**src/hw/rtl/tilt_shake_roll_gesture_detector_unit_defines.svh**
```systemverilog
// Assertion macros for the tilt, shake and roll gesture detector.
`ifndef TILT_SHAKE_ROLL_GESTURE_DETECTOR_UNIT_DEFINES_SVH
`define TILT_SHAKE_ROLL_GESTURE_DETECTOR_UNIT_DEFINES_SVH

// Same-cycle implication, checked out of reset.
`define TSRGD_ASSERT_NOW(label, ante, cons, msg) \
  label: assert property (@(posedge clk_i) disable iff (!rst_ni) (ante) |-> (cons)) \
    else $error(msg);

// Next-cycle implication, checked out of reset.
`define TSRGD_ASSERT_NEXT(label, ante, cons, msg) \
  label: assert property (@(posedge clk_i) disable iff (!rst_ni) (ante) |=> (cons)) \
    else $error(msg);

`endif

```
**src/hw/rtl/tsrgd_pkg.sv**
```systemverilog
// Types and constants of the tilt, shake and roll gesture detector.
package tsrgd_pkg;

  // Input word: one three-axis sample
  typedef struct packed {
    logic signed [15:0] raw_x;
    logic signed [15:0] raw_y;
    logic signed [15:0] raw_z;
    logic [31:0]        now_ms;
    logic               clear_roll;
  } in_word_t;

  // Output word: one result per sample
  typedef struct packed {
    logic signed [7:0] scaled_x;
    logic signed [7:0] scaled_y;
    logic signed [7:0] scaled_z;
    logic signed [7:0] avg_x;
    logic signed [7:0] avg_y;
    logic signed [7:0] avg_z;
    logic [2:0]        tilt_new;
    logic [2:0]        tilt_positive;
    logic              shake_seen;
    logic [15:0]       roll_pattern;
    logic [3:0]        roll_length;
    logic              roll_ready;
  } out_word_t;

  // Sequencer states
  typedef enum logic [2:0] {
    ST_IDLE,
    ST_LOAD,
    ST_DIV,
    ST_UPDATE,
    ST_EMIT
  } seq_state_e;

  // Per-axis tilt state
  typedef enum logic [1:0] {
    TILT_LEVEL,
    TILT_POS,
    TILT_NEG
  } tilt_e;

  // Configuration register indexes
  localparam logic [2:0] CFG_CAL_X       = 3'd0;
  localparam logic [2:0] CFG_CAL_Y       = 3'd1;
  localparam logic [2:0] CFG_CAL_Z       = 3'd2;
  localparam logic [2:0] CFG_SHAKE_X     = 3'd3;
  localparam logic [2:0] CFG_SHAKE_Y     = 3'd4;
  localparam logic [2:0] CFG_SHAKE_Z     = 3'd5;
  localparam logic [2:0] CFG_TILT_ENTER  = 3'd6;
  localparam logic [2:0] CFG_TILT_LEAVE  = 3'd7;

  // Configuration reset values
  localparam logic [31:0] CAL_RESET        = 32'h7FFF_8000;
  localparam logic [15:0] SHAKE_RESET      = 16'h7B81;
  localparam logic [6:0]  TILT_ENTER_RESET = 7'd96;
  localparam logic [6:0]  TILT_LEAVE_RESET = 7'd32;

  // Axis codes
  localparam logic [1:0] AXIS_X = 2'd0;
  localparam logic [1:0] AXIS_Y = 2'd1;
  localparam logic [1:0] AXIS_Z = 2'd2;

  // Scaling and timing constants
  localparam logic [7:0]        SCALE_SPAN       = 8'd250;
  localparam logic signed [8:0] SCALE_OFFSET     = 9'sd127;
  localparam logic [31:0]       ROLL_TIMEOUT_MS  = 32'd2000;
  localparam logic [31:0]       SHAKE_HOLDOFF_MS = 32'd500;
  localparam int unsigned       ROLL_READY_LEN   = 4;

  // Divide by ten: x * 6554 >> 16 is exact for x below 16384
  localparam logic [12:0] RECIP10       = 13'd6554;
  localparam int unsigned RECIP10_SHIFT = 16;

endpackage

```
**src/hw/rtl/tilt_shake_roll_gesture_detector_unit.sv**
```systemverilog
// Top level of the tilt, shake and roll gesture detector.
//
//   channel | direction | handshake               | word
//   --------+-----------+-------------------------+------------------------
//   in      | input     | in_valid_i / in_stall_o   | tsrgd_pkg::in_word_t
//   out     | output    | out_valid_o / out_stall_i | tsrgd_pkg::out_word_t
//   cfg     | input     | cfg_we_i (no stall)       | cfg_idx_i, cfg_wdata_i
//
// Per axis a word passes a load state, the shared restoring divider and an update
// state; after the third axis an emit state writes the result into the output register.
// The next word is accepted once the result has gone into the output register.
// Reset is asynchronous, active low; no clearing pass is needed.
// A stalled output holds the result and the sequencer waits in its emit state.

`include "tilt_shake_roll_gesture_detector_unit_defines.svh"

module tilt_shake_roll_gesture_detector_unit #(
  parameter int unsigned ROLL_DEPTH = 8
) (
  input  logic                 clk_i,
  input  logic                 rst_ni,
  input  logic                 in_valid_i,
  output logic                 in_stall_o,
  input  tsrgd_pkg::in_word_t  in_word_i,
  output logic                 out_valid_o,
  input  logic                 out_stall_i,
  output tsrgd_pkg::out_word_t out_word_o,
  input  logic                 cfg_we_i,
  input  logic [2:0]           cfg_idx_i,
  input  logic [31:0]          cfg_wdata_i
);

  localparam int unsigned SLOT_W = 2 * ROLL_DEPTH;
  localparam int unsigned CNT_W  = $clog2(ROLL_DEPTH + 1);

  // Configuration registers
  logic [31:0] cal_q   [3];
  logic [15:0] bounds_q[3];
  logic [6:0]  enter_q;
  logic [6:0]  leave_q;

  always_ff @(posedge clk_i or negedge rst_ni) begin
    if (!rst_ni) begin
      for (int i = 0; i < 3; i++) begin
        cal_q[i]    <= tsrgd_pkg::CAL_RESET;
        bounds_q[i] <= tsrgd_pkg::SHAKE_RESET;
      end
      enter_q <= tsrgd_pkg::TILT_ENTER_RESET;
      leave_q <= tsrgd_pkg::TILT_LEAVE_RESET;
    end else if (cfg_we_i) begin
      unique case (cfg_idx_i)
        tsrgd_pkg::CFG_CAL_X:      cal_q[0]    <= cfg_wdata_i;
        tsrgd_pkg::CFG_CAL_Y:      cal_q[1]    <= cfg_wdata_i;
        tsrgd_pkg::CFG_CAL_Z:      cal_q[2]    <= cfg_wdata_i;
        tsrgd_pkg::CFG_SHAKE_X:    bounds_q[0] <= cfg_wdata_i[15:0];
        tsrgd_pkg::CFG_SHAKE_Y:    bounds_q[1] <= cfg_wdata_i[15:0];
        tsrgd_pkg::CFG_SHAKE_Z:    bounds_q[2] <= cfg_wdata_i[15:0];
        tsrgd_pkg::CFG_TILT_ENTER: enter_q     <= cfg_wdata_i[6:0];
        tsrgd_pkg::CFG_TILT_LEAVE: leave_q     <= cfg_wdata_i[6:0];
        default: ;
      endcase
    end
  end

  // Sequencer
  tsrgd_pkg::seq_state_e state_q, state_d;
  logic [1:0] ax_q;
  logic [2:0] bit_q;
  logic       in_acc;
  logic       emit;
  logic       out_valid_q;

  assign in_acc = in_valid_i && !in_stall_o;

  always_ff @(posedge clk_i or negedge rst_ni) begin
    if (!rst_ni) begin
      state_q <= tsrgd_pkg::ST_IDLE;
    end else begin
      state_q <= state_d;
    end
  end

  always_comb begin
    state_d    = state_q;
    in_stall_o = 1'b1;
    emit       = 1'b0;
    unique case (state_q)
      tsrgd_pkg::ST_IDLE: begin
        in_stall_o = 1'b0;
        if (in_valid_i) state_d = tsrgd_pkg::ST_LOAD;
      end
      tsrgd_pkg::ST_LOAD: state_d = tsrgd_pkg::ST_DIV;
      tsrgd_pkg::ST_DIV: begin
        if (bit_q == 3'd0) state_d = tsrgd_pkg::ST_UPDATE;
      end
      tsrgd_pkg::ST_UPDATE: begin
        state_d = (ax_q == tsrgd_pkg::AXIS_Z) ? tsrgd_pkg::ST_EMIT : tsrgd_pkg::ST_LOAD;
      end
      tsrgd_pkg::ST_EMIT: begin
        if (!out_valid_q || !out_stall_i) begin
          emit    = 1'b1;
          state_d = tsrgd_pkg::ST_IDLE;
        end
      end
      default: state_d = tsrgd_pkg::ST_IDLE;
    endcase
  end

  // Axis counter and divider step counter
  always_ff @(posedge clk_i or negedge rst_ni) begin
    if (!rst_ni) begin
      ax_q  <= tsrgd_pkg::AXIS_X;
      bit_q <= '0;
    end else begin
      if (in_acc) ax_q <= tsrgd_pkg::AXIS_X;
      else if (state_q == tsrgd_pkg::ST_UPDATE) ax_q <= ax_q + 2'd1;
      if (state_q == tsrgd_pkg::ST_LOAD) bit_q <= 3'd7;
      else if (state_q == tsrgd_pkg::ST_DIV) bit_q <= bit_q - 3'd1;
    end
  end

  // Captured sample
  tsrgd_pkg::in_word_t in_q;

  always_ff @(posedge clk_i) begin
    if (in_acc) in_q <= in_word_i;
  end

  // Load: clamp, offset and scale numerator for the current axis
  logic signed [15:0] raw_sel;
  logic [31:0]        cal_sel;
  logic signed [15:0] cal_lo, cal_hi, raw_clamp;
  logic signed [16:0] diff17, span17;
  logic [23:0]        num;
  logic               degen;

  always_comb begin
    case (ax_q)
      tsrgd_pkg::AXIS_X: raw_sel = in_q.raw_x;
      tsrgd_pkg::AXIS_Y: raw_sel = in_q.raw_y;
      default:           raw_sel = in_q.raw_z;
    endcase
    cal_sel   = (ax_q == tsrgd_pkg::AXIS_X) ? cal_q[0] :
                (ax_q == tsrgd_pkg::AXIS_Y) ? cal_q[1] : cal_q[2];
    cal_lo    = $signed(cal_sel[15:0]);
    cal_hi    = $signed(cal_sel[31:16]);
    degen     = (cal_hi <= cal_lo);
    raw_clamp = (raw_sel < cal_lo) ? cal_lo : ((raw_sel > cal_hi) ? cal_hi : raw_sel);
    diff17    = {raw_clamp[15], raw_clamp} - {cal_lo[15], cal_lo};
    span17    = {cal_hi[15], cal_hi} - {cal_lo[15], cal_lo};
    num       = diff17[15:0] * tsrgd_pkg::SCALE_SPAN;
  end

  // Shared restoring divider, one quotient bit per cycle
  logic [23:0] rem_q;
  logic [22:0] dsh_q;
  logic [7:0]  quo_q;
  logic        degen_q;
  logic        ge;

  assign ge = (rem_q >= {1'b0, dsh_q});

  always_ff @(posedge clk_i) begin
    if (state_q == tsrgd_pkg::ST_LOAD) begin
      rem_q   <= num;
      dsh_q   <= {span17[15:0], 7'd0};
      quo_q   <= '0;
      degen_q <= degen;
    end else if (state_q == tsrgd_pkg::ST_DIV) begin
      rem_q <= ge ? (rem_q - {1'b0, dsh_q}) : rem_q;
      dsh_q <= dsh_q >> 1;
      quo_q <= {quo_q[6:0], ge};
    end
  end

  // Update: scaled value, average, tilt, roll and shake for the current axis
  tsrgd_pkg::tilt_e   tilt_q[3];
  logic signed [7:0]  avg_q [3];
  logic [SLOT_W-1:0]  slots_q;
  logic [CNT_W-1:0]   count_q;
  logic [31:0]        last_roll_q, last_shake_q;
  logic signed [7:0]  sc_q  [3];
  logic [2:0]         tnew_q, tpos_q;
  logic               shake_q, ready_q;

  logic signed [8:0]  s9;
  logic signed [7:0]  s;
  logic [7:0]         mag;
  logic signed [7:0]  avg_old;
  logic signed [11:0] old12, sum12, neg12;
  logic [10:0]        sum_mag;
  logic [23:0]        prod;
  logic [7:0]         quot10;
  logic signed [7:0]  avg_new;
  tsrgd_pkg::tilt_e   tilt_cur;
  logic               tilt_enter, tilt_leave;
  logic               roll_expired;
  logic [SLOT_W-1:0]  slots_base, slots_new;
  logic [CNT_W-1:0]   count_base, count_new;
  logic [1:0]         axis_code;
  logic [15:0]        bnd_sel;
  logic signed [7:0]  bnd_lo, bnd_hi;
  logic               shake_open, shake_hit;

  always_comb begin
    s9        = degen_q ? -tsrgd_pkg::SCALE_OFFSET
                        : ($signed({1'b0, quo_q}) - tsrgd_pkg::SCALE_OFFSET);
    s         = s9[7:0];
    mag       = s[7] ? 8'(-s) : 8'(s);

    // (9 * old + s) / 10, toward zero
    avg_old   = (ax_q == tsrgd_pkg::AXIS_X) ? avg_q[0] :
                (ax_q == tsrgd_pkg::AXIS_Y) ? avg_q[1] : avg_q[2];
    old12     = {{4{avg_old[7]}}, avg_old};
    sum12     = (old12 <<< 3) + old12 + {{4{s[7]}}, s};
    neg12     = -sum12;
    sum_mag   = sum12[11] ? neg12[10:0] : sum12[10:0];
    prod      = sum_mag * tsrgd_pkg::RECIP10;
    quot10    = prod[tsrgd_pkg::RECIP10_SHIFT +: 8];
    avg_new   = sum12[11] ? 8'(-quot10) : quot10;

    // Tilt with hysteresis
    tilt_cur   = (ax_q == tsrgd_pkg::AXIS_X) ? tilt_q[0] :
                 (ax_q == tsrgd_pkg::AXIS_Y) ? tilt_q[1] : tilt_q[2];
    tilt_enter = (mag > {1'b0, enter_q}) && (tilt_cur == tsrgd_pkg::TILT_LEVEL);
    tilt_leave = (mag < {1'b0, leave_q}) && (tilt_cur != tsrgd_pkg::TILT_LEVEL);

    // Roll pattern, emptied after the timeout
    roll_expired = ((in_q.now_ms - last_roll_q) > tsrgd_pkg::ROLL_TIMEOUT_MS);
    slots_base   = roll_expired ? '0 : slots_q;
    count_base   = roll_expired ? '0 : count_q;
    axis_code    = ax_q + 2'd1;
    slots_new    = {slots_base[SLOT_W-3:0], axis_code};
    count_new    = (count_base < CNT_W'(ROLL_DEPTH)) ? count_base + 1'b1 : count_base;

    // Shake bounds test with hold-off
    bnd_sel    = (ax_q == tsrgd_pkg::AXIS_X) ? bounds_q[0] :
                 (ax_q == tsrgd_pkg::AXIS_Y) ? bounds_q[1] : bounds_q[2];
    bnd_lo     = $signed(bnd_sel[7:0]);
    bnd_hi     = $signed(bnd_sel[15:8]);
    shake_open = ((in_q.now_ms - last_shake_q) >= tsrgd_pkg::SHAKE_HOLDOFF_MS);
    shake_hit  = shake_open && ((s < bnd_lo) || (s > bnd_hi));
  end

  // Detector state
  always_ff @(posedge clk_i or negedge rst_ni) begin
    if (!rst_ni) begin
      for (int i = 0; i < 3; i++) begin
        tilt_q[i] <= tsrgd_pkg::TILT_LEVEL;
        avg_q[i]  <= '0;
      end
      slots_q      <= '0;
      count_q      <= '0;
      last_roll_q  <= '0;
      last_shake_q <= '0;
      tnew_q       <= '0;
      tpos_q       <= '0;
      shake_q      <= 1'b0;
      ready_q      <= 1'b0;
    end else if (in_acc) begin
      if (in_word_i.clear_roll) begin
        slots_q <= '0;
        count_q <= '0;
      end
      tnew_q  <= '0;
      tpos_q  <= '0;
      shake_q <= 1'b0;
      ready_q <= 1'b0;
    end else if (state_q == tsrgd_pkg::ST_UPDATE) begin
      avg_q[ax_q] <= avg_new;
      if (tilt_enter) begin
        tilt_q[ax_q] <= s9 > 9'sd0 ? tsrgd_pkg::TILT_POS : tsrgd_pkg::TILT_NEG;
        tnew_q[ax_q] <= 1'b1;
        tpos_q[ax_q] <= (s9 > 9'sd0);
        slots_q      <= slots_new;
        count_q      <= count_new;
        last_roll_q  <= in_q.now_ms;
        if (count_new > CNT_W'(tsrgd_pkg::ROLL_READY_LEN)) ready_q <= 1'b1;
      end else if (tilt_leave) begin
        tilt_q[ax_q] <= tsrgd_pkg::TILT_LEVEL;
      end
      if (shake_hit) begin
        shake_q      <= 1'b1;
        last_shake_q <= in_q.now_ms;
      end
    end
  end

  // Scaled values of this word
  always_ff @(posedge clk_i) begin
    if (state_q == tsrgd_pkg::ST_UPDATE) sc_q[ax_q] <= s;
  end

  // Output register
  tsrgd_pkg::out_word_t out_q;

  always_ff @(posedge clk_i or negedge rst_ni) begin
    if (!rst_ni) begin
      out_valid_q <= 1'b0;
    end else if (emit) begin
      out_valid_q <= 1'b1;
    end else if (!out_stall_i) begin
      out_valid_q <= 1'b0;
    end
  end

  always_ff @(posedge clk_i) begin
    if (emit) begin
      out_q.scaled_x      <= sc_q[0];
      out_q.scaled_y      <= sc_q[1];
      out_q.scaled_z      <= sc_q[2];
      out_q.avg_x         <= avg_q[0];
      out_q.avg_y         <= avg_q[1];
      out_q.avg_z         <= avg_q[2];
      out_q.tilt_new      <= tnew_q;
      out_q.tilt_positive <= tpos_q;
      out_q.shake_seen    <= shake_q;
      out_q.roll_pattern  <= 16'(slots_q);
      out_q.roll_length   <= 4'(count_q);
      out_q.roll_ready    <= ready_q;
    end
  end

  assign out_valid_o = out_valid_q;
  assign out_word_o  = out_q;

  // Checks
  `TSRGD_ASSERT_NEXT(a_busy_after_accept, in_valid_i && !in_stall_o, in_stall_o, "accept did not start work")
  `TSRGD_ASSERT_NOW(a_pos_only_new, out_valid_o, (out_word_o.tilt_positive & ~out_word_o.tilt_new) == 3'd0, "tilt sign without new tilt")
  `TSRGD_ASSERT_NOW(a_ready_needs_tilt, out_valid_o && out_word_o.roll_ready, out_word_o.tilt_new != 3'd0, "roll ready without tilt")
  `TSRGD_ASSERT_NOW(a_count_bound, 1'b1, count_q <= CNT_W'(ROLL_DEPTH), "roll count above depth")

endmodule

```
**config.mk**
```make
export PLATFORM = sky130hd
export DESIGN_NAME = tilt_shake_roll_gesture_detector_unit
export DESIGN_NICKNAME = d
export VERILOG_FILES = /design/src/hw/rtl/tsrgd_pkg.sv /design/src/hw/rtl/tilt_shake_roll_gesture_detector_unit.sv
export VERILOG_INCLUDE_DIRS = /design/src /design/src/hw/rtl
export SDC_FILE = /design/constraint.sdc
export NUM_CORES = 1
export LEC_CHECK = 0
export ABC_AREA = 1
export BUFFER_PORTS_ARGS = -buffer_cell sky130_fd_sc_hd__buf_2
export CORE_ASPECT_RATIO = 1.4
export CORE_MARGIN = 2
export CORE_UTILIZATION = 40
export CTS_CLUSTER_SIZE = 30
export DETAILED_ROUTE_END_ITERATION = 8
export GPL_TIMING_DRIVEN = 0
export PLACE_DENSITY = 0.66
export SLEW_MARGIN = 15
export SYNTH_ARGS = -nofsm -noshare
export SYNTH_HDL_FRONTEND = slang
export SYNTH_SLANG_ARGS = --single-unit
```
**constraint.sdc**
```tcl
create_clock -name clk_i -period 19.08 [get_ports clk_i]
set_clock_uncertainty 0.15 [all_clocks]
set_input_delay 2.862 -clock clk_i [delete_from_list [all_inputs] [get_ports clk_i]]
set_output_delay 2.862 -clock clk_i [all_outputs]
set_load 0.01 [all_outputs]
```
* Word-level counts from Yosys, hierarchy flattened
Memories as Yosys holds them, arrays and structs flattened. A register that Yosys moved wholly into a read port is not among the register bits.
Index checks and enable logic that the tools add are counted.
** Storage, ports and cells
- Bits in registers :: 477
- Bits in writable memories :: 24
- Input port bits :: 121
- Output and inout bits :: 78
- Word-level logic and storage cells :: 216
- Memories :: 1
** Memories
- sc_q :: words 3, width 8, read ports 3, clocked after memory_dff 3, wr ports 1, RTL line tilt_shake_roll_gesture_detector_unit.sv:182 : logic signed [7:0] sc_q [3];
** Cells by class
- Add/sub/neg operators :: 14
- Multipliers :: 2
- Order comparisons :: 17
- Equal/unequal tests :: 18
- Multiplexer cells :: 72
- Bitwise operators :: 5
- Reduce and logical (&&, ||, !) cells :: 42
** Operator list (number)
- $mux 16 :: 8
- $mux 24 :: 3
- $mux 32 :: 2
- $sub 32x32->32 :: 2
- $mux 23 :: 2
- $mux 8 :: 5
- $mux 3 :: 12
- $ge 32x9->1 const B :: 1
- $gt 32x11->1 const B :: 1
- $pmux 16 s2 :: 1
- $sub 16x16->16 :: 2
- $reduce_and 2->1 :: 13
- $bwmux 24 :: 1
- $ge 24x23->1 :: 1
- $mux 4 :: 6
- $sub 24x23->24 :: 1
- $mul 11x12->23 const B :: 1
- $mul 16x7->23 const B :: 1
- $reduce_and 3->1 :: 6
- $demux 8 s2 :: 1
- $gt 16x16->1 :: 1
- $le 16x16->1 :: 1
- $lt 16x16->1 :: 1
- $neg 8->8 :: 2
- 47 further kinds :: 95

* Depth between registers and ports, before layout
- Depth after elaboration :: 11
- Gate-level depth with buffers :: 57
- Gate-level depth less buffers :: 54

* Least setup slack after synthesis
No wires, ideal clock.
- Path type :: register -> register
- From :: register ax_q[0]
- To :: register rem_q[22], data pin
- Library setup time :: 0.268 ns
- Arrival :: 9.217 ns
- Path slack :: 9.445 ns
- Stages on the path, launching flop included :: 53
- Buffers on the path :: 5
- Period minus slack after synthesis :: 9.635 ns
- Cell sequence :: dfrtp_1 -> inv_1 -> ha_1 -> inv_1 -> buf_2 -> clkbuf_1 -> clkbuf_1 -> o211ai_1 -> o21ai_0 -> inv_1 -> ha_1 -> a21oi_1 -> o211a_1 -> o211ai_1 -> a211o_1 -> a22oi_1 -> nand2_1 -> inv_1 -> [... 17 more ...] -> o21bai_1 -> xor2_1 -> inv_1 -> fa_1 -> inv_1 -> fa_1 -> inv_1 -> fa_1 -> ha_1 -> ha_1 -> nand2_1 -> nor3_1 -> nor3b_1 -> nand4_1 -> nand3_1 -> a21oi_1 -> o21ai_0 -> o21ai_0
** Between the ends
- Longest elaborated chain between the ends :: 9
** Ends and longest elaborated chain
- from (decl) :: RTL line tilt_shake_roll_gesture_detector_unit.sv:67 : logic [1:0] ax_q;
- from (signal assigned) :: RTL line tilt_shake_roll_gesture_detector_unit.sv:112 : ax_q <= tsrgd_pkg::AXIS_X;
- from (signal assigned) :: RTL line tilt_shake_roll_gesture_detector_unit.sv:115 : if (in_acc) ax_q <= tsrgd_pkg::AXIS_X;
- from (signal assigned) :: RTL line tilt_shake_roll_gesture_detector_unit.sv:116 : else if (state_q == tsrgd_pkg::ST_UPDATE) ax_q <= ax_q + 2'd1;
- $eq 2x1->1 :: RTL line tilt_shake_roll_gesture_detector_unit.sv:138, tilt_shake_roll_gesture_detector_unit.sv:144
- $mux 32 :: RTL line tilt_shake_roll_gesture_detector_unit.sv:144 : (ax_q == tsrgd_pkg::AXIS_Y) ? cal_q[1] : cal_q[2];
- $mux 32 :: RTL line tilt_shake_roll_gesture_detector_unit.sv:143 : cal_sel = (ax_q == tsrgd_pkg::AXIS_X) ? cal_q[0] :
- $gt 16x16->1 :: RTL line tilt_shake_roll_gesture_detector_unit.sv:148 : raw_clamp = (raw_sel < cal_lo) ? cal_lo : ((raw_sel > cal_hi) ? cal_hi : raw_sel);
- $mux 16 (2 in a row) :: RTL line tilt_shake_roll_gesture_detector_unit.sv:148
- $sub 16x16->16 * :: RTL line tilt_shake_roll_gesture_detector_unit.sv:149 : diff17 = {raw_clamp[15], raw_clamp} - {cal_lo[15], cal_lo};
- $mul 16x7->23 * :: RTL line tilt_shake_roll_gesture_detector_unit.sv:151 : num = diff17[15:0] * tsrgd_pkg::SCALE_SPAN;
- $mux 24 * :: RTL line tilt_shake_roll_gesture_detector_unit.sv:164 : if (state_q == tsrgd_pkg::ST_LOAD) begin
- to (signal assigned) :: RTL line tilt_shake_roll_gesture_detector_unit.sv:165 : rem_q <= num;
- to (signal assigned) :: RTL line tilt_shake_roll_gesture_detector_unit.sv:170 : rem_q <= ge ? (rem_q - {1'b0, dsh_q}) : rem_q;
- to (decl) :: RTL line tilt_shake_roll_gesture_detector_unit.sv:155 : logic [23:0] rem_q;
Mark *: on every way between the ends. The rest lies on a longest branch, timed or not.
A chain may end at the register's enable or synchronous reset.

* Worst setup path after layout
Same ends and word-level chain as after synthesis.

==> impl_results.md <==
* Status: finished clean
* Yosys cell types at 65
* Worst endpoint required time at 19.28 ns
* GRT Util Overall at 0.220
* Die Y at 352 um
* Most common cell after layout, fill and taps aside: nand2_1
* Commonest cells after routing, fill and taps aside: nand2_1 (941), inv_1 (588), o21ai_0 (411), ha_1 (316), edfxtp_1 (220)
* Post-Syn Nets at 4573
* Core box area at 85600 um2
* Post-synth top area share at 0.191
* Initial core utilization at 0.404
* TritonCTS clock tree: built
* Post-route clock period utilization at 0.675
* Drt pass-1 iters at 8
* Startpoint Class: flop
* Crit-path leading delay family: compound AO/OA/AOI/OAI gates
* Routed wire length at 96800 um
* Hold Crit Class: reg2reg
* RSZ-0062 raised after global routing: no
* Post-layout util at 0.457
* Share of flip-flops with an asynchronous set or reset at 0.550
* Largest family of logic cells by synthesized area: simple AND/OR/NAND/NOR gates
* Max Cap Viol at 0
* First-pass GRT wire length at between 150000 and 200000 um
* Most frequent CP cell: inv_1
* Routability Congestion at 0.924
* Num CTS Buffers at 55
* Worst setup margin at 6.21 ns
* Most used DFF post-synth: edfxtp_1
* WP buf/inv at 13
* Vias in the first global route at between 20k and 30k
* Ys Warns at 0
* Pins Over Slew Limit at 0
* Crit path max fanout at 10
* Vias per cell at 5.17
* Post CTS Setup Buffer Count at 0
* Number of enable flip-flop cells after synthesis at 220
* Area contributors post-synth: edfxtp_1 (19%), dfrtp_1 (15%), ha_1 (11%)
* CP endpoint kind: flop
* Die X at 253 um
* Average wire per cell in the routed design at 17.8 um
* CTS resizes at 0
* Syn_area_per_cell at approximately 8.6 um2
* Worst EP arrival at about 13 ns
* Multiplexer share of the synthesized area at 0.000579
* Max Clock Freq at 77.7 MHz
* Reg clk slew, reported paths at roughly 0.060 ns
* Fraction of the mapped netlist area in compound gates at 0.137
* DR iter-0 viols at about 1.6k
* Initial antenna violation count at 0
* DR vias at ~28k
* Adder-Cell Fraction of Synth Area at 0.169
* WS Path Type: reg2reg
* Max-Slew Margin vs Limit at 0.188
* CTS H-Tree Depth at 2
* Max incr delay on CP at 0.64 ns
* Setup-failing EPs final at 0
* Nets at 4838
* IO Pins at 199
* Clk root buf: clkbuf_16
* DIE AREA at 88900 um2
* Later-pin clock latency in the skew report at roughly 0.64 ns
* Synth area leader: edfxtp_1
* Mapped cell area at 34600 um2
* Least-Margin Pin Slew at 1.21 ns
* Synth Area in Simple Gates at 0.176
* Area Overhead vs Synth at 13.2%
* Cts hold-fix bufs at 0
* Max Root-Sink Buffers at 3
* GRT overflow at 0
* Hpwl dp at 78000 um
* Post-Synth XOR/XNOR Area at 0.0294
* Seq/Total Area, Yosys at 0.412
* Pre-CTS setup slack at around 6.4 ns
* Remaining DRCs at 0
* Num Clock Sinks at 525
* #FFs+latches synth at 525
* Largest net degree at the start of global routing at 106
* Minimum clock period at ~13 ns
* Post-Synthesis Cells at 4042
* CP max stage cell: clkbuf_1
* Layout cells sized above 1 at 0.108
* # rows at roughly 130
* Setup TNS at 0 ns
* I/O Buffers at 198
* DRT antenna net count at 0
* Final hold vios at 0
## synthesized netlist by cell type (27+ instances only)
master / number
nand2_1: 941
inv_1: 589
o21ai_0: 412
ha_1: 316
edfxtp_1: 220
a21oi_1: 215
dfrtp_1: 214
nor2_1: 208
nand3_1: 158
fa_1: 94
clkbuf_1: 84
xor2_1: 76
dfstp_2: 75
o211ai_1: 47
xnor2_1: 40
nor3_1: 32
or2_2: 30
nand4_1: 27
## layer usage
layer,track usage,routed length [um],vias up
met5,0,0,-
met4,0.121,6000,0
met3,0.0231,3710,238
met2,0.398,49200,696
met1,0.250,37900,13300
li1,-,-,13900
## kinds of logic (layout without fill, tap and decap cells)
logic type               count (synthesis)  in the layout
AND/OR/NAND/NOR                       1453           1453
adder cells (fa/ha/maj)                410            410
flip-flops                             525            525
other                                    0              1
multiplexers                             2              2
buffers and inverters                  695           1006
AO/OA/AOI/OAI                          841            841
XOR/XNOR                               116            116
## cell type report
type | count | area (um2)
well taps | 1096 | 1370
diodes | 1 | 2.50
plain buffers | 98 | 400
fillers | 8215 | 46500
repair buffers | 208 | 1200
flip-flops and latches | 525 | 14300
inverters | 597 | 2240
multi-input cells | 2822 | 17700
clock buffers | 68 | 1520
clock inverters | 35 | 459
## metrics by stage
| step | hold slack, ns | instances | area [um2] |
|---|---|---|---|
| finish | 0.264 | 5450 | 39200 |
| global placement | 0.251 | 5336 | 37000 |
| global route | 0.273 | 5449 | 39200 |
| CTS | 0.266 | 5449 | 39200 |
| floorplan | 0.250 | 4042 | 34600 |
| detailed placement | 0.255 | 5346 | 37200 |
## worst paths after layout
check	endpoint	slack (ns)	startpoint	cells after the start
hold reg to reg	out_word_o[71]	0.26	sc_q[0][3]	0
setup / recovery	rem_q[22]	6.21	ax_q[0]	52
setup reg to reg	rem_q[22]	6.21	ax_q[0]	52
min in group asynchronous	cal_q[18]	2.27	rst_ni	1
max in group asynchronous	last_roll_q[8]	15.73	rst_ni	3
hold / removal	out_word_o[71]	0.26	sc_q[0][3]	0
## worst register-to-register path, delay by kind of cell, from the launching register on
kind                     cells  cell delay [ns]
XOR/XNOR                     1             0.52
flip-flops                   1             0.42
adder cells (fa/ha/maj)      8             3.24
AO/OA/AOI/OAI               19             3.31
buffers and inverters       13             3.27
AND/OR/NAND/NOR             11             1.64
## sequential cells by signal, summed over array words and instances (netlist names), 24 cells and up
name	count
out_word_o	76
last_roll_q	32
rem_q	24
bounds_q	48
last_shake_q	32
cal_q	96
avg_q	24
in_q	80
sc_q	24
Power is not shown: default switching activity piles up to over one toggle a cycle in this logic, so the estimate is an artifact.
